`config.mk`:
```
export PLATFORM = sky130hd
export DESIGN_NAME = stq_cell
export DESIGN_NICKNAME = d
export VERILOG_FILES = /design/src/hdl/stq_pkg.sv /design/src/hdl/stq_cell.sv
export SDC_FILE = /design/constraint.sdc
export NUM_CORES = 1
export LEC_CHECK = 0
export BUFFER_PORTS_ARGS = -buffer_cell sky130_fd_sc_hd__buf_2
export CAP_MARGIN = 20
export CORE_MARGIN = 3
export CORE_UTILIZATION = 43
export CTS_BUF_LIST = sky130_fd_sc_hd__clkbuf_8
export CTS_CLUSTER_SIZE = 20
export DETAILED_ROUTE_END_ITERATION = 7
export PLACE_DENSITY = 0.75
export SLEW_MARGIN = 0
export SYNTH_ARGS = -nofsm -noshare
export SYNTH_HDL_FRONTEND = slang
export SYNTH_SLANG_ARGS = --single-unit
```
`constraint.sdc`:
```
create_clock -name aclk -period 23.6 [get_ports aclk]
set_clock_uncertainty 0.2 [all_clocks]
set_input_delay 1.18 -clock aclk [delete_from_list [all_inputs] [get_ports aclk]]
set_output_delay 1.18 -clock aclk [all_outputs]
set_load 0.01 [all_outputs]
```
`src/hdl/stq_pkg.sv`:
```
// Shared types and constants of the sorted timer queue.
`timescale 1ns / 1ps
`default_nettype none
package stq_pkg;

    // Number of timer slots in the pool.
    localparam int SLOTS  = 16;
    localparam int IDX_W  = 4;
    localparam int TIME_W = 48;
    localparam int STAMP_W = 32;
    localparam int CNT_W  = (SLOTS > 1) ? $clog2(SLOTS) : 1;

    // Operation codes carried in s_tuser.
    localparam logic [1:0] OP_TICK  = 2'd0;
    localparam logic [1:0] OP_START = 2'd1;
    localparam logic [1:0] OP_STOP  = 2'd2;

    // Command broadcast from the sequencer to every cell.
    typedef struct packed {
        logic               start;
        logic               stop;
        logic               snap;
        logic               fire;
        logic [IDX_W-1:0]   slot;
        logic [IDX_W-1:0]   fire_slot;
        logic [STAMP_W-1:0] stamp;
        logic [TIME_W-1:0]  now;
        logic [31:0]        interval;
        logic               periodic;
        logic               pass_flag;
        logic [63:0]        param;
        logic [15:0]        evt_num;
        logic [7:0]         dest_thr;
    } cell_cmd_t;

    // Candidate passed along the chain: earliest due slot seen so far.
    typedef struct packed {
        logic               valid;
        logic [TIME_W-1:0]  expiry;
        logic [STAMP_W-1:0] stamp;
        logic               reload;
        logic [IDX_W-1:0]   slot;
        logic [15:0]        evt_num;
        logic [7:0]         dest_thr;
        logic               pass_flag;
        logic [63:0]        param;
    } cand_t;

endpackage
`default_nettype wire

```
`src/hdl/stq_cell.sv`:
```
// One timer slot cell with its stage of the minimum search chain.
`timescale 1ns / 1ps
`default_nettype none
module stq_cell (
    input  wire logic                      aclk,
    input  wire logic                      aresetn,
    input  wire logic [stq_pkg::IDX_W-1:0] cell_idx,
    input  wire stq_pkg::cell_cmd_t        cmd,
    input  wire stq_pkg::cand_t            cand_in,
    output stq_pkg::cand_t                 cand_out,
    output logic                           due
);

    logic                         active_reg;
    logic                         due_reg;
    logic [stq_pkg::TIME_W-1:0]   expiry_reg;
    logic [31:0]                  period_reg;
    logic [stq_pkg::STAMP_W-1:0]  stamp_reg;
    logic [15:0]                  event_reg;
    logic [7:0]                   thread_reg;
    logic                         flag_reg;
    logic [63:0]                  word_reg;
    stq_pkg::cand_t               cand_reg;
    stq_pkg::cand_t               own;
    logic                         hit_start;
    logic                         hit_fire;
    logic                         goes_first;

    assign hit_start = cmd.start && (cmd.slot == cell_idx);
    assign hit_fire  = cmd.fire && (cmd.fire_slot == cell_idx);

    // Control bits of the slot.
    always_ff @(posedge aclk) begin
        if (!aresetn) begin
            active_reg <= 1'b0;
            due_reg    <= 1'b0;
        end else begin
            if (hit_start) begin
                active_reg <= 1'b1;
            end else if (cmd.stop && (cmd.slot == cell_idx)) begin
                active_reg <= 1'b0;
            end else if (hit_fire && (period_reg == 32'd0)) begin
                active_reg <= 1'b0;
            end
            if (cmd.snap) begin
                due_reg <= active_reg && (expiry_reg <= cmd.now);
            end else if (hit_fire) begin
                due_reg <= 1'b0;
            end
        end
    end

    // Slot payload, written on start and on periodic reload.
    always_ff @(posedge aclk) begin
        if (hit_start) begin
            expiry_reg <= cmd.now + stq_pkg::TIME_W'(cmd.interval);
            period_reg <= cmd.periodic ? cmd.interval : 32'd0;
            stamp_reg  <= cmd.stamp;
            event_reg  <= cmd.evt_num;
            thread_reg <= cmd.dest_thr;
            flag_reg   <= cmd.pass_flag;
            word_reg   <= cmd.param;
        end else if (hit_fire && (period_reg != 32'd0)) begin
            expiry_reg <= expiry_reg + stq_pkg::TIME_W'(period_reg);
            stamp_reg  <= cmd.stamp;
        end
    end

    // Chain stage: keep the earlier of the incoming candidate and this slot.
    always_comb begin
        own.valid     = due_reg;
        own.expiry    = expiry_reg;
        own.stamp     = stamp_reg;
        own.reload    = (period_reg != 32'd0);
        own.slot      = cell_idx;
        own.evt_num   = event_reg;
        own.dest_thr  = thread_reg;
        own.pass_flag = flag_reg;
        own.param     = word_reg;
        goes_first = !cand_in.valid || (expiry_reg < cand_in.expiry) ||
                     ((expiry_reg == cand_in.expiry) && (stamp_reg < cand_in.stamp));
    end

    always_ff @(posedge aclk) begin
        cand_reg <= (due_reg && goes_first) ? own : cand_in;
    end

    assign cand_out = cand_reg;
    assign due      = due_reg;

endmodule
`default_nettype wire

```
# [Word level (Yosys, flattened, before mapping)]
# Index checks and enable logic that the tools add are counted.
[op_classes] add_sub_neg=2 n_lt_le_gt_ge=3 n_eq_ne=3 n_mux=10 n_reduce_logical=16
[op_table] cell="two-way mux 175 bit" count=1
[op_table] cell="adder 48 x 32 -> 48 bit" count=2
[op_table] cell="two-way mux 48 bit" count=2
[op_table] cell="two-way mux 32 bit" count=2
[op_table] cell="== test 48 bit" count=1
[op_table] cell="less-or-equal comparator 48 bit" count=1
[op_table] cell="less-than comparator 48 bit" count=1
[op_table] cell="zero test 32 bit" count=1
[op_table] cell="less-than comparator 32 bit" count=1
[op_table] cell="nonzero test 32 bit" count=1
[op_table] cell="== test 4 bit" count=2
[op_table] cell="logical AND 1 bit" count=8
[op_table] cell="two-way mux 1 bit" count=5
[op_table] cell="nonzero test 2 bit" count=2
[op_table] cell="nonzero test 3 bit" count=1
[op_table] cell="logical OR 1 bit" count=2
[op_table] cell="zero test 1 bit" count=1
[word_totals] ff_bits=378 inputBits=395 out_inout_bits=176 wordCells=52

# [Depth between registers and ports, before layout]
[logic_depth] word_depth=6 mapped_depth=13 ltp_nobuf=11

# [Worst setup path before layout]
# No wires, ideal clock.
[synth_timing] kind="input-to-reg" start="input cell_idx[2] (netlist bit)" end="register expiry_reg[0] (netlist bit) (enable)" setup_ns=0.629 arrival_ns=7.404 required_time_ns=22.771 setup_slack_ns=15.367 stages=4 n_path_buf=0 cell_sequence="xor2_1 nor4_1 inv_1 o21ai_0"
[synth_via] elab_chain_cells=4 elab_cells_between_ends=6
[synth_rtl] item="start: declaration" line_no="stq_cell.sv:7" text="input wire logic [stq_pkg::IDX_W-1:0] cell_idx,"
[synth_rtl] item="== test 4 bit" line_no="stq_cell.sv:30" text="assign hit_fire = cmd.fire && (cmd.fire_slot == cell_idx);"
[synth_rtl] item="logical AND 1 bit" line_no="stq_cell.sv:30"
[synth_rtl] item="logical AND 1 bit" line_no="stq_cell.sv:63" text="end else if (hit_fire && (period_reg != 32'd0)) begin"
[synth_rtl] item="nonzero test 2 bit (no source line) (*)"
[synth_rtl] item="end signal: assignment" line_no="stq_cell.sv:56" text="expiry_reg <= cmd.now + stq_pkg::TIME_W'(cmd.interval);"
[synth_rtl] item="end signal: assignment" line_no="stq_cell.sv:64" text="expiry_reg <= expiry_reg + stq_pkg::TIME_W'(period_reg);"
[synth_rtl] item="end: declaration" line_no="stq_cell.sv:16" text="logic [stq_pkg::TIME_W-1:0] expiry_reg;"
# Every way passes the cells marked *; elsewhere a longest branch is shown, timed or not.
# A chain may end at the register's enable or synchronous reset.

# [Worst setup path after layout]
[layout_timing] start="input cand_in[173] (netlist bit)" end="register cand_reg (netlist bit cand_out[136])"
[layout_via] elab_chain_cells=5 elab_cells_between_ends=7
[layout_rtl] item="start: declaration" line_no="stq_cell.sv:9" text="input wire stq_pkg::cand_t cand_in,"
[layout_rtl] item="less-than comparator 48 bit or == test 48 bit (tied branches)" line_no="stq_cell.sv:80, stq_cell.sv:81"
[layout_rtl] item="logical OR 1 bit or logical AND 1 bit (tied branches)" line_no="stq_cell.sv:80, stq_cell.sv:81"
[layout_rtl] item="logical OR 1 bit (*)" line_no="stq_cell.sv:80" text="goes_first = !cand_in.valid || (expiry_reg < cand_in.expiry) ||"
[layout_rtl] item="logical AND 1 bit (*)" line_no="stq_cell.sv:85" text="cand_reg <= (due_reg && goes_first) ? own : cand_in;"
[layout_rtl] item="two-way mux 175 bit (*)" line_no="stq_cell.sv:85"
[layout_rtl] item="end signal: assignment" line_no="stq_cell.sv:85"
[layout_rtl] item="end: declaration" line_no="stq_cell.sv:23" text="stq_pkg::cand_t cand_reg;"
# Marks and branches as above.

==> results by group <==
Run status
  • Status: finished, final reports clean

Clock network
  • Post-CTS Setup Bufs: 0
  • Hold buffer count at CTS: 0
  • Post_cts resized: 0
  • CTS clock-pin slew for the worst setup and hold paths: roughly 60 ps
  • CTS H-tree lvls: 3
  • Clock Path Buffers: 3
  • Clock tree sinks: 378
  • TritonCTS clock tree: yes
  • Clock root buffer: clkbuf_8
  • Clk_lat worst skew: around 640 ps
  • Cts bufs inserted: roughly 70

Setup path
  • Crit. End Element: flip-flop
  • CP Data Arrival Time: between 6000 and 7000 ps
  • Critical-path cell list: buf_2 > inv_1 > ha_1 > nand4_1 > or4_1 > nand3b_1 > o21ai_0 > o22ai_1 > a21oi_4 > buf_4 > buf_4 > mux2_4
  • Worst R2R End: cand_out[136]
  • Worst setup startpoint: cand_in[173]
  • Critical path depth: 12
  • R2R setup slack: roughly 18,000 ps
  • RR Startpoint: expiry_reg[43]
  • Crit Path Max Fanout: between 50 and 60
  • Critical Path Sink: cand_out[136]
  • Register-to-Register Path Depth: 10
  • Worst EP required: ~24,000 ps
  • CP top delay family: buffers and inverters
  • Worst Setup Start Kind: primary input
  • Worst path bufs/invs: 4
  • Slowest cell delay on critical path: between 900 and 1000 ps
  • Crit path kind: in -> reg
  • Crit path max-delay cell type: buf_4
  • Most used cell, CP: buf_4

Placed design
  • GP Congestion: 0.9769
  • DP HPWL: about 56,000 um
  • Placed instance area: ~24,000 um2
  • Setup slack at placement: 17,190 ps
  • Port bufs: 570

Timing
  • Unrepaired setup endpoints after global routing: false
  • Worst slew pin tran: between 1000 and 1500 ps
  • Fin crit period: about 5700 ps
  • # setup viols final: 0
  • Setup TNS: 0 ps
  • Setup ws final: between 15,000 and 20,000 ps
  • Fin crit share: 0.2431
  • Worst rel slew slack: 0.2749
  • Final Slew Violations: 0
  • Final hold vios: 0
  • Hold slack: between 200 and 250 ps
  • Max Freq: approximately 170 MHz

Yosys
  • Synthesized area: between 20,000 and 25,000 um2
  • Post-synth EDFFs: around 200
  • Post-Syn Instances: about 1,800
  • Top FF cell, synth: edfxtp_1
  • Synth warnings: 0
  • Post-synthesis mux area share: 0.1303
  • Synth cell types: 64
  • Syn nets: 2,349
  • Post-synthesis sequential area ratio: 0.4681
  • Avg Inst Size Synth: between 10 and 15 um2
  • Compound-Gate Fraction of Synth Area: 0.1109
  • Post-Synth XOR/XNOR Area: 0.03681
  • Simple-gate share of the synthesized area: 0.09221
  • Main combinational cell family by area after synthesis: multiplexers
  • Synth Area in Adders: 0.1187
  • Synth Register Bits: approximately 380
  • Share of flip-flops with an asynchronous set or reset: 0

Routing
  • 1st-iter DRT viols: 1,128
  • DR pass1 iterations: 6
  • DR WL/cell: 22.73 um
  • Drt via density: 5.401
  • Total length of routed wires: between 60,000 and 70,000 um
  • Via count: 16,450
  • DRC: 0
  • Antenna Nets Post-Route: 0

Global route
  • First-pass GRT wire length: between 90,000 and 100,000 um
  • Largest net degree at the start of global routing: between 100 and 150
  • Vias in the first global route: between 15,000 and 20,000
  • Remaining Overflow, GRT: 0
  • Gr usage total: 0.2633
  • Antenna violations before repair: 43

Floorplanning
  • Ports: approximately 570
  • Chip height: approximately 220 um
  • Core area: roughly 47,000 um2
  • Starting Density: 0.4377
  • Die area: around 50,000 um2
  • Die width: between 200 and 250 um
  • Core Rows: between 70 and 80

Pwr
  • Power Dens Cells: about 65 nW/um2
  • Peak supply drop: 36.61 uV
  • P_leak: roughly 12 nW

Job
  • Max cap viols: 0

Layout
  • Multi-input logic area: 10,030 um2
  • Nets: between 2,000 and 3,000
  • Finished Cell Area: between 20,000 and 30,000 um2
  • Max reg flops: around 180
  • Flip-flop and latch area: ~9600 um2
  • Area added between synthesis and finish: 23.66%
  • FILL cells: ~4,000
  • Layout cells sized above 1: 0.3564

Min path
  • Min-Delay Path Class: reg -> reg
-- synthesized netlist by cell type, drive strengths merged (3+ instances only) --
library cell / n / area (um2)
edfxtp: 201 / 6036
nand2: 83 / 311.6
and4: 5 / 43.79
a21oi: 130 / 654.4
o41ai: 3 / 26.28
nor4: 17 / 106.4
a31oi: 12 / 75.07
xor2: 27 / 236.5
clkbuf: 20 / 75.07
o31ai: 9 / 77.57
nor3b: 7 / 52.55
dfxtp: 177 / 3543
nor2b: 19 / 118.9
o22ai: 3 / 18.77
mux2: 174 / 2556
and3: 7 / 43.79
or2: 3 / 18.77
nand3: 30 / 150.1
nor4b: 3 / 26.28
a21boi: 5 / 37.54
nand2b: 9 / 56.30
nor3: 14 / 70.07
o211ai: 11 / 82.58
mux2i: 11 / 110.1
or3: 3 / 18.77
nand4: 46 / 287.8
ha: 191 / 2390
inv: 146 / 548.0
a21o: 81 / 608.1
nor2: 71 / 266.5
nand3b: 3 / 22.52
buf: 29 / 254.0
a211oi: 15 / 122.6
o21a: 5 / 37.54
xnor2: 59 / 516.8
and2: 41 / 256.5
o21ai: 61 / 312.8
o21bai: 4 / 30.03
-- per-stage QoR --
step	total power, W	std cells	util
global route	0.001719	3043	0.5411
global placement	0.001008	2896	0.5096
CTS	0.001661	3020	0.5399
finish	0.001651	3045	0.5412
detailed placement	0.001016	2896	0.5097
floorplan	0.0009116	1761	-
-- where the power goes --
group	internal, W	switching (W)	total [W]
sequential	0.000729	0.0000172	0.000746
combinational	0.000121	0.000140	0.000261
clock	0.000359	0.000286	0.000645
total	0.00121	0.000443	0.00165
-- layout make-up --
type,instances,area share
multi-input cells,1188,0.3965
clock inverters,50,0.01553
flip-flops and latches,378,0.3786
inverters,146,0.02186
repair buffers,577,0.1148
well taps,607,0.03001
clock buffers,74,0.04025
diodes,25,0.002472
-- placed cells by master (no fill, tap or decap), types with 6 or more instances in the layout --
master / Yosys / layout
a31oi_1: 12 / 12
clkinv_1: 0 / 7
nand2_1: 83 / 82
xor2_1: 27 / 27
buf_4: 0 / 7
a21oi_1: 129 / 129
mux2_4: 159 / 159
o31ai_1: 7 / 7
edfxtp_1: 201 / 201
o21ai_0: 57 / 56
nor3_1: 14 / 14
nor2b_1: 19 / 19
and3_1: 7 / 7
nand4_1: 46 / 46
and2_1: 41 / 41
nor2_1: 71 / 71
a211oi_1: 13 / 13
inv_1: 146 / 170
nor3b_1: 7 / 7
dfxtp_1: 177 / 177
nand2b_1: 9 / 9
a21o_1: 81 / 81
xnor2_1: 59 / 59
buf_2: 8 / 570
ha_1: 191 / 191
mux2i_1: 11 / 11
diode_2: 0 / 25
o211ai_1: 11 / 11
nor4_1: 17 / 16
mux2_2: 15 / 15
bufinv_16: 0 / 6
clkbuf_8: 0 / 74
nand3_1: 30 / 30
-- worst min path at each step --
stage / depth (start not counted) / slack (ps) / to / startpoint
after detailed placement: 1 / 260 / cand_out[16] / word_reg[16]
after global routing: 1 / 260 / cand_out[87] / event_reg[14]
after floorplan: 1 / 250 / cand_out[0] / word_reg[0]
after global placement: 1 / 250 / cand_out[12] / word_reg[12]
after CTS: 1 / 240 / cand_out[87] / event_reg[14]
final: 1 / 240 / cand_out[87] / event_reg[14]
-- routing by layer --
layer | part of all wire | GRT usage | vias up
met3 | 0.071 | 0.05884 | 205
met4 | 0.049 | 0.1442 | 16
met2 | 0.50 | 0.4537 | 746
li1 | - | - | 7664
met5 | 0.0016 | 0 | -
met1 | 0.38 | 0.3049 | 7815
-- logic make-up (layout without fill, tap and decap cells) --
family	after synthesis	count (layout)
flip-flops	378	378
AND/OR/NAND/NOR	365	365
AO/OA/AOI/OAI	359	359
buffers and inverters	195	847
adder cells (fa/ha/maj)	193	193
multiplexers	185	185
XOR/XNOR	86	86
other	0	25
(Power assumes the default switching activity.)
